### src/rtl/lacm_pkg.sv
// shared types, constants and helpers for the lfsr audio channel mixer
package lacm_pkg;

  localparam int unsigned NUM_CHANNELS_DEF = 4;

  // actions carried in tuser
  localparam logic [1:0] ACT_TICK   = 2'd0;
  localparam logic [1:0] ACT_WRITE  = 2'd1;
  localparam logic [1:0] ACT_READ   = 2'd2;
  localparam logic [1:0] ACT_BORROW = 2'd3;

  // per-channel register numbers
  localparam logic [2:0] REG_VOLUME  = 3'd0;
  localparam logic [2:0] REG_TAPS    = 3'd1;
  localparam logic [2:0] REG_OUTPUT  = 3'd2;
  localparam logic [2:0] REG_SHIFTLO = 3'd3;
  localparam logic [2:0] REG_RELOAD  = 3'd4;
  localparam logic [2:0] REG_CTRL1   = 3'd5;
  localparam logic [2:0] REG_COUNT   = 3'd6;
  localparam logic [2:0] REG_CTRL2   = 3'd7;

  localparam logic [2:0] LINK_MODE = 3'd7;
  localparam logic [3:0] FULL_GAIN = 4'd15;

  // configuration register indexes
  localparam logic CFG_USEC   = 1'b0;
  localparam logic CFG_STEREO = 1'b1;

  typedef enum logic [2:0] {
    ST_IDLE,
    ST_CH_START,
    ST_COUNT,
    ST_CH_OUT,
    ST_MIX,
    ST_DONE
  } state_e;

  typedef struct packed {
    logic clr;
    logic add;
  } mix_ctrl_t;

  // tap select bits to shifter bit mask
  function automatic logic [11:0] map_taps(input logic [8:0] sel);
    logic [11:0] m;
    m = {6'd0, sel[5:0]};
    m[10] = sel[6];
    m[11] = sel[7];
    m[7]  = sel[8];
    return m;
  endfunction

  function automatic logic [11:0] next_shift(input logic [11:0] s, input logic [8:0] sel);
    logic fb;
    fb = ~(^(s & map_taps(sel)));
    return {s[10:0], fb};
  endfunction

endpackage

### src/rtl/lacm_mixer.sv
// multiply-accumulate of one channel sample into the left and right sums
module lacm_mixer
  import lacm_pkg::*;
(
  input  logic               clk_i,
  input  logic               rst_ni,
  input  mix_ctrl_t          ctrl_i,
  input  logic signed [7:0]  sample_i,
  input  logic [3:0]         coef_l_i,
  input  logic [3:0]         coef_r_i,
  output logic signed [13:0] left_o,
  output logic signed [13:0] right_o
);

  logic signed [13:0] left_q, left_d, right_q, right_d;
  logic signed [12:0] prod_l, prod_r;

  assign prod_l = sample_i * $signed({1'b0, coef_l_i});
  assign prod_r = sample_i * $signed({1'b0, coef_r_i});

  always_comb begin
    left_d  = left_q;
    right_d = right_q;
    if (ctrl_i.clr) begin
      left_d  = '0;
      right_d = '0;
    end else if (ctrl_i.add) begin
      left_d  = left_q + 14'(prod_l);
      right_d = right_q + 14'(prod_r);
    end
  end

  always_ff @(posedge clk_i or negedge rst_ni) begin
    if (!rst_ni) begin
      left_q  <= '0;
      right_q <= '0;
    end else begin
      left_q  <= left_d;
      right_q <= right_d;
    end
  end

  assign left_o  = left_q;
  assign right_o = right_q;

  assert property (@(posedge clk_i) disable iff (!rst_ni) !(ctrl_i.clr && ctrl_i.add))
    else $error("mixer clear and add together");
  assert property (@(posedge clk_i) disable iff (!rst_ni) ctrl_i.clr |=> left_o == 14'sd0)
    else $error("mixer clear did not zero left sum");
  assert property (@(posedge clk_i) disable iff (!rst_ni)
    !ctrl_i.clr && !ctrl_i.add |=> $stable(left_o) && $stable(right_o))
    else $error("mixer sums moved while idle");

endmodule

### src/rtl/lfsr_audio_channels_mixer_unit.sv
// top level of the lfsr audio channel mixer
// Every input transfer is one action. A register write, read or external borrow
// is done on acceptance and its result is registered and posted in the next cycle.
// A sample tick walks the channels in order on the shared counter/shifter datapath.
// Each channel passes a start state (ST_CH_START) and a mix state (ST_MIX); a channel
// that is enabled also passes ST_CH_OUT to refresh its output. A counting channel on
// the time base stays in ST_COUNT for each counter decrement or underflow reload and
// leaves it once its accumulator is below the time base. ST_DONE finishes the tick.
// A counting channel normally walks about usec_per_sample/2^n decrements plus its
// underflows. Time that piles up while a channel is linked is walked off in full
// once it counts on the time base again. The block takes no new item until its
// result has been transferred out.
module lfsr_audio_channels_mixer_unit
  import lacm_pkg::*;
#(
  parameter int unsigned NumChannels = NUM_CHANNELS_DEF
) (
  input  logic        clk_i,
  input  logic        rst_ni,
  input  logic        cfg_we_i,
  input  logic        cfg_idx_i,
  input  logic [7:0]  cfg_wdata_i,
  input  logic        s_axis_tvalid,
  output logic        s_axis_tready,
  input  logic [15:0] s_axis_tdata,  // reg_offset[6:0], write_data[14:7], zero
  input  logic [1:0]  s_axis_tuser,  // action[1:0]
  output logic        m_axis_tvalid,
  input  logic        m_axis_tready,
  output logic [47:0] m_axis_tdata   // read_data, left_sample, right_sample, timer_borrows
);

  localparam int unsigned ChW = (NumChannels > 1) ? $clog2(NumChannels) : 1;

  state_e state_q, state_d;
  logic [ChW-1:0] ch_q;

  logic [7:0] usec_q;
  logic       stereo_q;

  logic [7:0]  vol_q     [NumChannels];
  logic [7:0]  taps_q    [NumChannels];
  logic [7:0]  outv_q    [NumChannels];
  logic [7:0]  reload_q  [NumChannels];
  logic [7:0]  ctrl1_q   [NumChannels];
  logic [7:0]  cntreg_q  [NumChannels];
  logic [3:0]  ctrl2_q   [NumChannels];
  logic [11:0] shift_q   [NumChannels];
  logic [15:0] accum_q   [NumChannels];
  logic signed [15:0] count_q [NumChannels];
  logic [7:0]  atten_q   [4];
  logic [7:0]  atten_en_q, mute_q;
  logic [7:0]  tally_q;

  logic        out_valid_q;
  logic [7:0]  out_rd_q, out_borrow_q;
  logic [13:0] out_left_q, out_right_q;

  logic s_fire, m_fire;
  logic [1:0] act;
  logic [6:0] off;
  logic [7:0] wdat;
  logic       off_ch, ch_ok;
  logic [1:0] off_ch_raw;
  logic [ChW-1:0] off_idx;
  logic [7:0] rd_data;

  logic [7:0] c1;
  logic       en, linked, ge, do_step, last_ch;
  logic [15:0] tcmp;
  logic [11:0] stepped;
  mix_ctrl_t  mix_ctrl;
  logic [3:0] coef_l, coef_r;
  logic [1:0] ch2;
  logic signed [13:0] mix_left, mix_right;

  assign act   = s_axis_tuser;
  assign off   = s_axis_tdata[6:0];
  assign wdat  = s_axis_tdata[14:7];
  assign s_fire = s_axis_tvalid && s_axis_tready;
  assign m_fire = m_axis_tvalid && m_axis_tready;

  assign off_ch     = (off[6:5] == 2'b01);
  assign off_ch_raw = off[4:3];
  assign ch_ok      = ({30'd0, off_ch_raw} < NumChannels);
  assign off_idx    = ChW'(off_ch_raw);

  always_comb begin
    rd_data = '0;
    if (off_ch) begin
      if (ch_ok) begin
        case (off[2:0])
          REG_VOLUME:  rd_data = vol_q[off_idx];
          REG_TAPS:    rd_data = taps_q[off_idx];
          REG_OUTPUT:  rd_data = outv_q[off_idx];
          REG_SHIFTLO: rd_data = shift_q[off_idx][7:0];
          REG_RELOAD:  rd_data = reload_q[off_idx];
          REG_CTRL1:   rd_data = ctrl1_q[off_idx];
          REG_COUNT:   rd_data = count_q[off_idx][7:0];
          REG_CTRL2:   rd_data = {shift_q[off_idx][11:8], ctrl2_q[off_idx]};
          default:     rd_data = '0;
        endcase
      end
    end else if (off[6:2] == 5'b10000) begin
      rd_data = atten_q[off[1:0]];
    end else if (off == 7'h44) begin
      rd_data = atten_en_q;
    end else if (off == 7'h50) begin
      rd_data = mute_q;
    end
  end

  // current channel view for the tick walk
  assign c1      = ctrl1_q[ch_q];
  assign en      = c1[3];
  assign linked  = (c1[2:0] == LINK_MODE);
  assign tcmp    = 16'd1 << c1[2:0];
  assign ge      = (accum_q[ch_q] >= tcmp);
  assign stepped = next_shift(shift_q[ch_q], {c1[7], taps_q[ch_q]});
  assign last_ch = (ch_q == ChW'(NumChannels - 1));
  assign ch2     = 2'(ch_q);

  always_comb begin
    do_step = 1'b0;
    case (state_q)
      ST_CH_START: do_step = en && linked && count_q[ch_q][15];
      ST_COUNT:    do_step = ge && count_q[ch_q][15];
      default:     do_step = 1'b0;
    endcase
  end

  always_comb begin
    state_d = state_q;
    case (state_q)
      ST_IDLE:     if (s_fire && act == ACT_TICK) state_d = ST_CH_START;
      ST_CH_START: begin
        if (!en) state_d = ST_MIX;
        else if (linked) state_d = ST_CH_OUT;
        else state_d = ST_COUNT;
      end
      ST_COUNT:    if (!ge) state_d = ST_CH_OUT;
      ST_CH_OUT:   state_d = ST_MIX;
      ST_MIX:      state_d = last_ch ? ST_DONE : ST_CH_START;
      ST_DONE:     state_d = ST_IDLE;
      default:     state_d = ST_IDLE;
    endcase
  end

  always_comb begin
    s_axis_tready = (state_q == ST_IDLE) && !out_valid_q;
    mix_ctrl.clr  = s_fire && act == ACT_TICK;
    mix_ctrl.add  = (state_q == ST_MIX);
    coef_l = FULL_GAIN;
    coef_r = '0;
    if (stereo_q) begin
      coef_l = mute_q[3'd4 + 3'(ch2)] ? 4'd0
             : (atten_en_q[3'd4 + 3'(ch2)] ? atten_q[ch2][7:4] : FULL_GAIN);
      coef_r = mute_q[3'(ch2)] ? 4'd0
             : (atten_en_q[3'(ch2)] ? atten_q[ch2][3:0] : FULL_GAIN);
    end
  end

  lacm_mixer u_mixer (
    .clk_i    (clk_i),
    .rst_ni   (rst_ni),
    .ctrl_i   (mix_ctrl),
    .sample_i ($signed(outv_q[ch_q])),
    .coef_l_i (coef_l),
    .coef_r_i (coef_r),
    .left_o   (mix_left),
    .right_o  (mix_right)
  );

  always_ff @(posedge clk_i or negedge rst_ni) begin
    if (!rst_ni) begin
      state_q  <= ST_IDLE;
      ch_q     <= '0;
      usec_q   <= 8'd22;
      stereo_q <= 1'b1;
      for (int i = 0; i < NumChannels; i++) begin
        vol_q[i]    <= '0;
        taps_q[i]   <= '0;
        outv_q[i]   <= '0;
        reload_q[i] <= '0;
        ctrl1_q[i]  <= '0;
        cntreg_q[i] <= '0;
        ctrl2_q[i]  <= '0;
        shift_q[i]  <= '0;
        accum_q[i]  <= '0;
        count_q[i]  <= '0;
      end
      for (int i = 0; i < 4; i++) atten_q[i] <= '0;
      atten_en_q   <= '0;
      mute_q       <= '0;
      tally_q      <= '0;
      out_valid_q  <= 1'b0;
      out_rd_q     <= '0;
      out_left_q   <= '0;
      out_right_q  <= '0;
      out_borrow_q <= '0;
    end else begin
      state_q <= state_d;
      if (cfg_we_i) begin
        if (cfg_idx_i == CFG_USEC) usec_q <= cfg_wdata_i;
        else stereo_q <= cfg_wdata_i[0];
      end
      if (m_fire) out_valid_q <= 1'b0;

      case (state_q)
        ST_IDLE: begin
          if (s_fire) begin
            ch_q    <= '0;
            tally_q <= '0;
            if (act != ACT_TICK) begin
              out_valid_q  <= 1'b1;
              out_rd_q     <= (act == ACT_READ) ? rd_data : 8'd0;
              out_left_q   <= '0;
              out_right_q  <= '0;
              out_borrow_q <= '0;
            end
            if (act == ACT_WRITE && off_ch && ch_ok) begin
              case (off[2:0])
                REG_VOLUME:  vol_q[off_idx]    <= wdat;
                REG_TAPS:    taps_q[off_idx]   <= wdat;
                REG_OUTPUT:  outv_q[off_idx]   <= wdat;
                REG_SHIFTLO: shift_q[off_idx][7:0] <= wdat;
                REG_RELOAD:  reload_q[off_idx] <= wdat;
                REG_CTRL1:   ctrl1_q[off_idx]  <= wdat;
                REG_COUNT:   cntreg_q[off_idx] <= wdat;
                REG_CTRL2:   begin
                  ctrl2_q[off_idx] <= wdat[3:0];
                  shift_q[off_idx][11:8] <= wdat[7:4];
                end
                default:     ;
              endcase
            end else if (act == ACT_WRITE && off[6:2] == 5'b10000) begin
              atten_q[off[1:0]] <= wdat;
            end else if (act == ACT_WRITE && off == 7'h44) begin
              atten_en_q <= wdat;
            end else if (act == ACT_WRITE && off == 7'h50) begin
              mute_q <= wdat;
            end else if (act == ACT_BORROW) begin
              if (!(ctrl1_q[0][3] && ctrl1_q[0][2:0] != LINK_MODE)
                  && count_q[0] != 16'sh8000)
                count_q[0] <= count_q[0] - 16'sd1;
            end
          end
        end
        ST_CH_START: begin
          if (!en) begin
            accum_q[ch_q] <= '0;
            count_q[ch_q] <= '0;
          end else begin
            accum_q[ch_q] <= accum_q[ch_q] + {8'd0, usec_q};
            if (do_step) count_q[ch_q] <= count_q[ch_q] + $signed({8'd0, cntreg_q[ch_q]});
          end
        end
        ST_COUNT: begin
          if (ge && !count_q[ch_q][15]) begin
            accum_q[ch_q] <= accum_q[ch_q] - tcmp;
            count_q[ch_q] <= count_q[ch_q] - 16'sd1;
          end else if (ge) begin
            count_q[ch_q] <= $signed({8'd0, cntreg_q[ch_q]});
          end
        end
        ST_CH_OUT: begin
          if (!c1[5]) outv_q[ch_q] <= shift_q[ch_q][0] ? 8'd0 - vol_q[ch_q] : vol_q[ch_q];
        end
        ST_MIX: begin
          if (!last_ch) ch_q <= ch_q + 1'b1;
        end
        ST_DONE: begin
          out_valid_q  <= 1'b1;
          out_rd_q     <= '0;
          out_left_q   <= mix_left;
          out_right_q  <= mix_right;
          out_borrow_q <= tally_q;
        end
        default: ;
      endcase

      // shifter step with its borrow into the next channel, or into the borrow tally from the last one
      if (do_step) begin
        shift_q[ch_q] <= stepped;
        if (c1[5]) outv_q[ch_q] <= stepped[0] ? outv_q[ch_q] + vol_q[ch_q]
                                              : outv_q[ch_q] - vol_q[ch_q];
        if (last_ch) begin
          if (tally_q != 8'hFF) tally_q <= tally_q + 8'd1;
        end else begin
          for (int k = 1; k < NumChannels; k++) begin
            if (k == int'(ch_q) + 1) begin
              if (!(ctrl1_q[k][3] && ctrl1_q[k][2:0] != LINK_MODE)
                  && count_q[k] != 16'sh8000)
                count_q[k] <= count_q[k] - 16'sd1;
            end
          end
        end
      end
    end
  end

  assign m_axis_tvalid = out_valid_q;
  assign m_axis_tdata  = {4'd0, out_borrow_q, out_right_q, out_left_q, out_rd_q};

  assert property (@(posedge clk_i) disable iff (!rst_ni)
    state_q != ST_IDLE |-> !out_valid_q)
    else $error("result pending while a tick is in progress");
  assert property (@(posedge clk_i) disable iff (!rst_ni)
    state_q == ST_COUNT |-> en && !linked)
    else $error("counting walk on a disabled or linked channel");
  assert property (@(posedge clk_i) disable iff (!rst_ni)
    s_fire |=> !s_axis_tready)
    else $error("ready right after an accepted transfer");
  assert property (@(posedge clk_i) disable iff (!rst_ni)
    state_q == ST_DONE |=> out_valid_q && state_q == ST_IDLE)
    else $error("tick result not posted");

endmodule

### config.mk
export PLATFORM = sky130hd
export DESIGN_NAME = lfsr_audio_channels_mixer_unit
export DESIGN_NICKNAME = d
export VERILOG_FILES = /design/src/rtl/lacm_pkg.sv /design/src/rtl/lacm_mixer.sv /design/src/rtl/lfsr_audio_channels_mixer_unit.sv
export SDC_FILE = /design/constraint.sdc
export NUM_CORES = 2
export LEC_CHECK = 0
export ABC_AREA = 1
export BUFFER_PORTS_ARGS = -buffer_cell sky130_fd_sc_hd__buf_2
export CAP_MARGIN = 20
export CORE_MARGIN = 4
export CORE_UTILIZATION = 55
export CTS_BUF_LIST = sky130_fd_sc_hd__clkbuf_16
export DETAILED_ROUTE_END_ITERATION = 6
export PLACE_DENSITY = 0.71
export SLEW_MARGIN = 20
export SYNTH_ARGS = -nofsm -noshare
export SYNTH_HDL_FRONTEND = slang
export SYNTH_HIERARCHICAL = 1
export SYNTH_SLANG_ARGS = --single-unit
### constraint.sdc
create_clock -name clk_i -period 16.48 [get_ports clk_i]
set_clock_uncertainty 0.15 [all_clocks]
set_input_delay 0.824 -clock clk_i [delete_from_list [all_inputs] [get_ports clk_i]]
set_output_delay 0.824 -clock clk_i [all_outputs]
set_load 0.1 [all_outputs]
==> impl.org <==
** Final layout
- P&R area growth vs syn :: 7.12%
- Share of layout cells above drive strength 1 :: 5.97%
- Net count, final :: 5759
- The finished cells cover 41600 um^2.
- Excluding fillers, the count of instances in the completed layout stands at 6553.
- Cells fill 59.4% of the core in the end.

** Floorplan
- The die covers 75000 um^2.
- Initial Util :: 55.5%
- In this run the standard cell core region covers 70000 um^2.
- Row generation in the floorplan step produced 97 rows.
- From bottom edge to top edge, the die measures 274 um.
- Overall die width :: 274 um
- I/O pin count :: 82

** STA
- Summed over all failing endpoints, the final setup total negative slack is 0 ns.
- Worst Tran Pin Value :: 1.21 ns
- Setup repair after global routing missed its margin :: no
- Worst slack on hold paths :: 0.0167 ns
- Final count of pins violating max slew :: 0
- The count of endpoints failing hold in the final timing report is 0.
- Once routing completed, OpenROAD measured the worst setup slack at 9.00 ns.
- Worst slew margin :: 19.3%
- Shortest period the worst path allows :: 7.48 ns
- Peak Freq :: 134 MHz
- In the finished design, the share of the clock period the worst path needs comes to 45.4%.
- Setup violations remaining at the end of the flow were counted as 0.

** Synthesis
- Post-synth ARST share :: 100%
- The netlist uses 67 different library cells.
- Yosys synthesis warning count :: 6
- Syn_area_per_cell :: 6.88 um^2
- In the synthesized netlist, the number of instances is 5649.
- Synthesis inferred 527 register bits.
- Cell area after synthesis :: 38900 um^2
- Among all cell types in the netlist, the one instantiated most often is sky130_fd_sc_hd__nand2_1.
- Largest cells by area after synthesis :: sky130_fd_sc_hd__dfrtp_1 (34%), sky130_fd_sc_hd__nand2_1 (14%), sky130_fd_sc_hd__o21ai_0 (7.8%)
- Sequential cells were found to cover 34.0% of the synthesized design area.
- Predominant post-synthesis flop cell :: sky130_fd_sc_hd__dfrtp_1
- Number of enable-type register cells in the synthesized netlist :: 0
- Most area-hungry cell type in the Yosys netlist :: sky130_fd_sc_hd__dfrtp_1
- Most instantiated cells after synthesis :: sky130_fd_sc_hd__nand2_1 (1487), sky130_fd_sc_hd__inv_1 (692), sky130_fd_sc_hd__o21ai_0 (607), sky130_fd_sc_hd__dfrtp_1 (523), sky130_fd_sc_hd__nor2_1 (450)
- The top cell type by area accounts for 33.7% of the synthesized area.

** Route
- Met2 Routed Length :: 59200 um
- Final routed wire length divided by cell count :: 20.5 um
- DRT Pass-1 Iters :: 7
- In this run the remaining antenna-violating nets after routing total 0.
- Aggregate routed wire length :: 134000 um
- The detailed router placed 39574 vias in this run.
- Using the TritonRoute via totals, the vias-per-cell ratio works out to 6.04.
- Number of design rule violations left after detail routing :: 0
- Highest Signal Layer :: met5
- Summed over all nets, wire length on met3 after detailed routing comes to 13700 um.
- After detailed routing, the wire length on met1 is 52900 um.
- Starting DRT DRC Count :: 4896

** Setup path
- Crit path kind :: register to register
- In this run the worst setup path begins at ch2[1].
- Biggest fanout along the worst timing path :: 53
- Data arrives at the worst endpoint at 7.84 ns.
- Data required, critical path :: 16.83 ns
- Beginning of the worst register-to-register path :: ch2[1]
- Type of element launching the critical path :: register
- Nature of the critical path endpoint :: register

** Hold path
- The worst hold path belongs to the class input port to async pin.

** Place
- Post-placement cell area :: 39500 um^2
- Worst slack at placement :: 9.21 ns
- Counting tap cells, the placed design contains a total of 6439 instances.
- During placement, the flow inserted port buffers numbering 76.
- The congestion estimate from routability-driven global placement came to 1.01.
- Detailed-placement wirelength estimate :: 90400 um

** CTS
- Clock tree synthesis inserted a total of 60 buffers.
- Largest buffer count on any clock path :: 3
- Post-CTS Hold Fix Bufs :: 0
- CTS built an H-tree with a depth of 2.
- Clock tree synthesis selected as its root buffer the cell sky130_fd_sc_hd__clkbuf_16.
- Num Clock Sinks :: 527
- Clock tree from TritonCTS :: built
- The clock reaches the later pin of the worst-skew pair after 0.68 ns.
- After clock tree synthesis, the clock-pin slew on the worst setup and hold paths is 0.06 ns.
- Number of gates given a new drive strength after cts :: 0
- Buffer count from post-CTS setup fixing :: 0

** Power
- Maximum ir drop on the vdd rail :: 0.140 mV
- Final total power :: 7.94 mW
- In this run the static leakage power is 20.5 nW.
- Cell Pwr Density :: 191 nW/um^2

** Run status
- The run finished with clean final reports.

** GRT
- Total congestion overflow :: 0
- Initial antenna violation count :: 5
- In the global route stage, overall resource usage came out at 35.2%.
- Maximum number of pins on one net before global-route repair :: 150
- Vias in the first global route :: 37168
- The first global-routing pass estimated 209000 um of wire.

** Job
- Across the run, the number of max-cap violations was 0.
[layout by cell type (no fill, tap or decap), types with 19 or more instances in the layout]
master	instances
sky130_fd_sc_hd__o211ai_1	51
sky130_fd_sc_hd__buf_2	75
sky130_fd_sc_hd__a22oi_1	80
sky130_fd_sc_hd__nor2_1	447
sky130_fd_sc_hd__xor2_1	63
sky130_fd_sc_hd__o21ai_1	37
sky130_fd_sc_hd__nand2_2	25
sky130_fd_sc_hd__clkinv_1	31
sky130_fd_sc_hd__o21ai_0	607
sky130_fd_sc_hd__fa_1	64
sky130_fd_sc_hd__clkbuf_16	60
sky130_fd_sc_hd__o22ai_1	122
sky130_fd_sc_hd__o221ai_1	19
sky130_fd_sc_hd__nand3_1	347
sky130_fd_sc_hd__ha_1	102
sky130_fd_sc_hd__a21oi_1	345
sky130_fd_sc_hd__a22o_1	33
sky130_fd_sc_hd__dfrtp_1	521
sky130_fd_sc_hd__nand4_1	40
sky130_fd_sc_hd__buf_4	55
sky130_fd_sc_hd__nand2_1	1486
sky130_fd_sc_hd__inv_1	696
sky130_fd_sc_hd__nor3_1	41
[area by class of cell]
type | count | area (um^2)
Fill cell | 6752 | 28400
Timing Repair Buffer | 132 | 823
Antenna cell | 2 | 5.00
Clock inverter | 52 | 578
Inverter | 727 | 2740
Clock buffer | 60 | 1500
Multi-Input combinational cell | 4113 | 21600
Tap cell | 940 | 1180
Sequential cell | 527 | 13200
[critical path, stage by stage, from the launching register on]
cell,delay [ns]
sky130_fd_sc_hd__dfrtp_4,0.64
sky130_fd_sc_hd__inv_4,0.45
sky130_fd_sc_hd__buf_4,0.57
sky130_fd_sc_hd__buf_4,0.71
sky130_fd_sc_hd__a21oi_1,0.09
sky130_fd_sc_hd__o21ai_1,0.24
sky130_fd_sc_hd__nand2_1,0.19
sky130_fd_sc_hd__nand2_1,0.10
sky130_fd_sc_hd__nor2_1,0.06
sky130_fd_sc_hd__ha_1,0.22
sky130_fd_sc_hd__inv_1,0.09
sky130_fd_sc_hd__fa_1,0.21
sky130_fd_sc_hd__nand3_1,0.08
sky130_fd_sc_hd__nand2_1,0.13
sky130_fd_sc_hd__inv_1,0.05
sky130_fd_sc_hd__o21bai_1,0.43
sky130_fd_sc_hd__nor2_4,0.12
sky130_fd_sc_hd__nand2_2,0.54
sky130_fd_sc_hd__nand3_2,0.67
sky130_fd_sc_hd__nand2_2,0.32
sky130_fd_sc_hd__nand2_1,0.65
sky130_fd_sc_hd__a211oi_1,0.45
sky130_fd_sc_hd__a21oi_1,0.08
[state kept, by name, summed over array words and instances (netlist names), 32 cells and up]
name      count
accum_q      64
count_q      64
shift_q      48
atten_q      32
cntreg_q     32
ctrl1_q      32
outv_q       32
reload_q     32
taps_q       32
vol_q        32
[worst paths after layout]
kind,slack [ns],cells after the start,end
max,9.00,22,accum_q[50]
min,0.02,1,count_q[29]
max reg2reg,9.00,22,accum_q[50]
min reg2reg,0.33,2,cntreg_q[15]
max in group asynchronous,14.06,3,taps_q[26]
min in group clk_i,0.18,2,m_axis_tvalid
[per-layer routing]
layer  vias to the layer above  track usage, %
met2                      2193            55.4
li1                      18400               -
met3                       534            6.07
met5                         -               0
met4                         8            17.8
met1                     18439            46.9
[power breakdown]
| part | total, mW | internal, mW | switching (mW) |
|---|---|---|---|
| sequential | 1.63 | 1.48 | 0.153 |
| clock | 1.43 | 0.824 | 0.609 |
| combinational | 4.87 | 1.42 | 3.46 |
| total | 7.94 | 3.72 | 4.22 |
[cells by family (layout without fill, tap and decap cells)]
group | count (synthesis) | count (layout) | share of synthesized area, %
AOI/OAI and AO/OA | 1395 | 1395 | 20.5
xor gates and xnor gates | 81 | 81 | 1.83
adders and majority gates | 166 | 166 | 6.58
buffers and inverters | 1012 | 971 | 10.6
DFF | 527 | 527 | 34.0
muxes | 17 | 17 | 0.470
other | 1 | 6 | 0.00965
and+or+nand+nor | 2450 | 2450 | 26.1
Note: power is estimated with default switching activity, not from simulation.
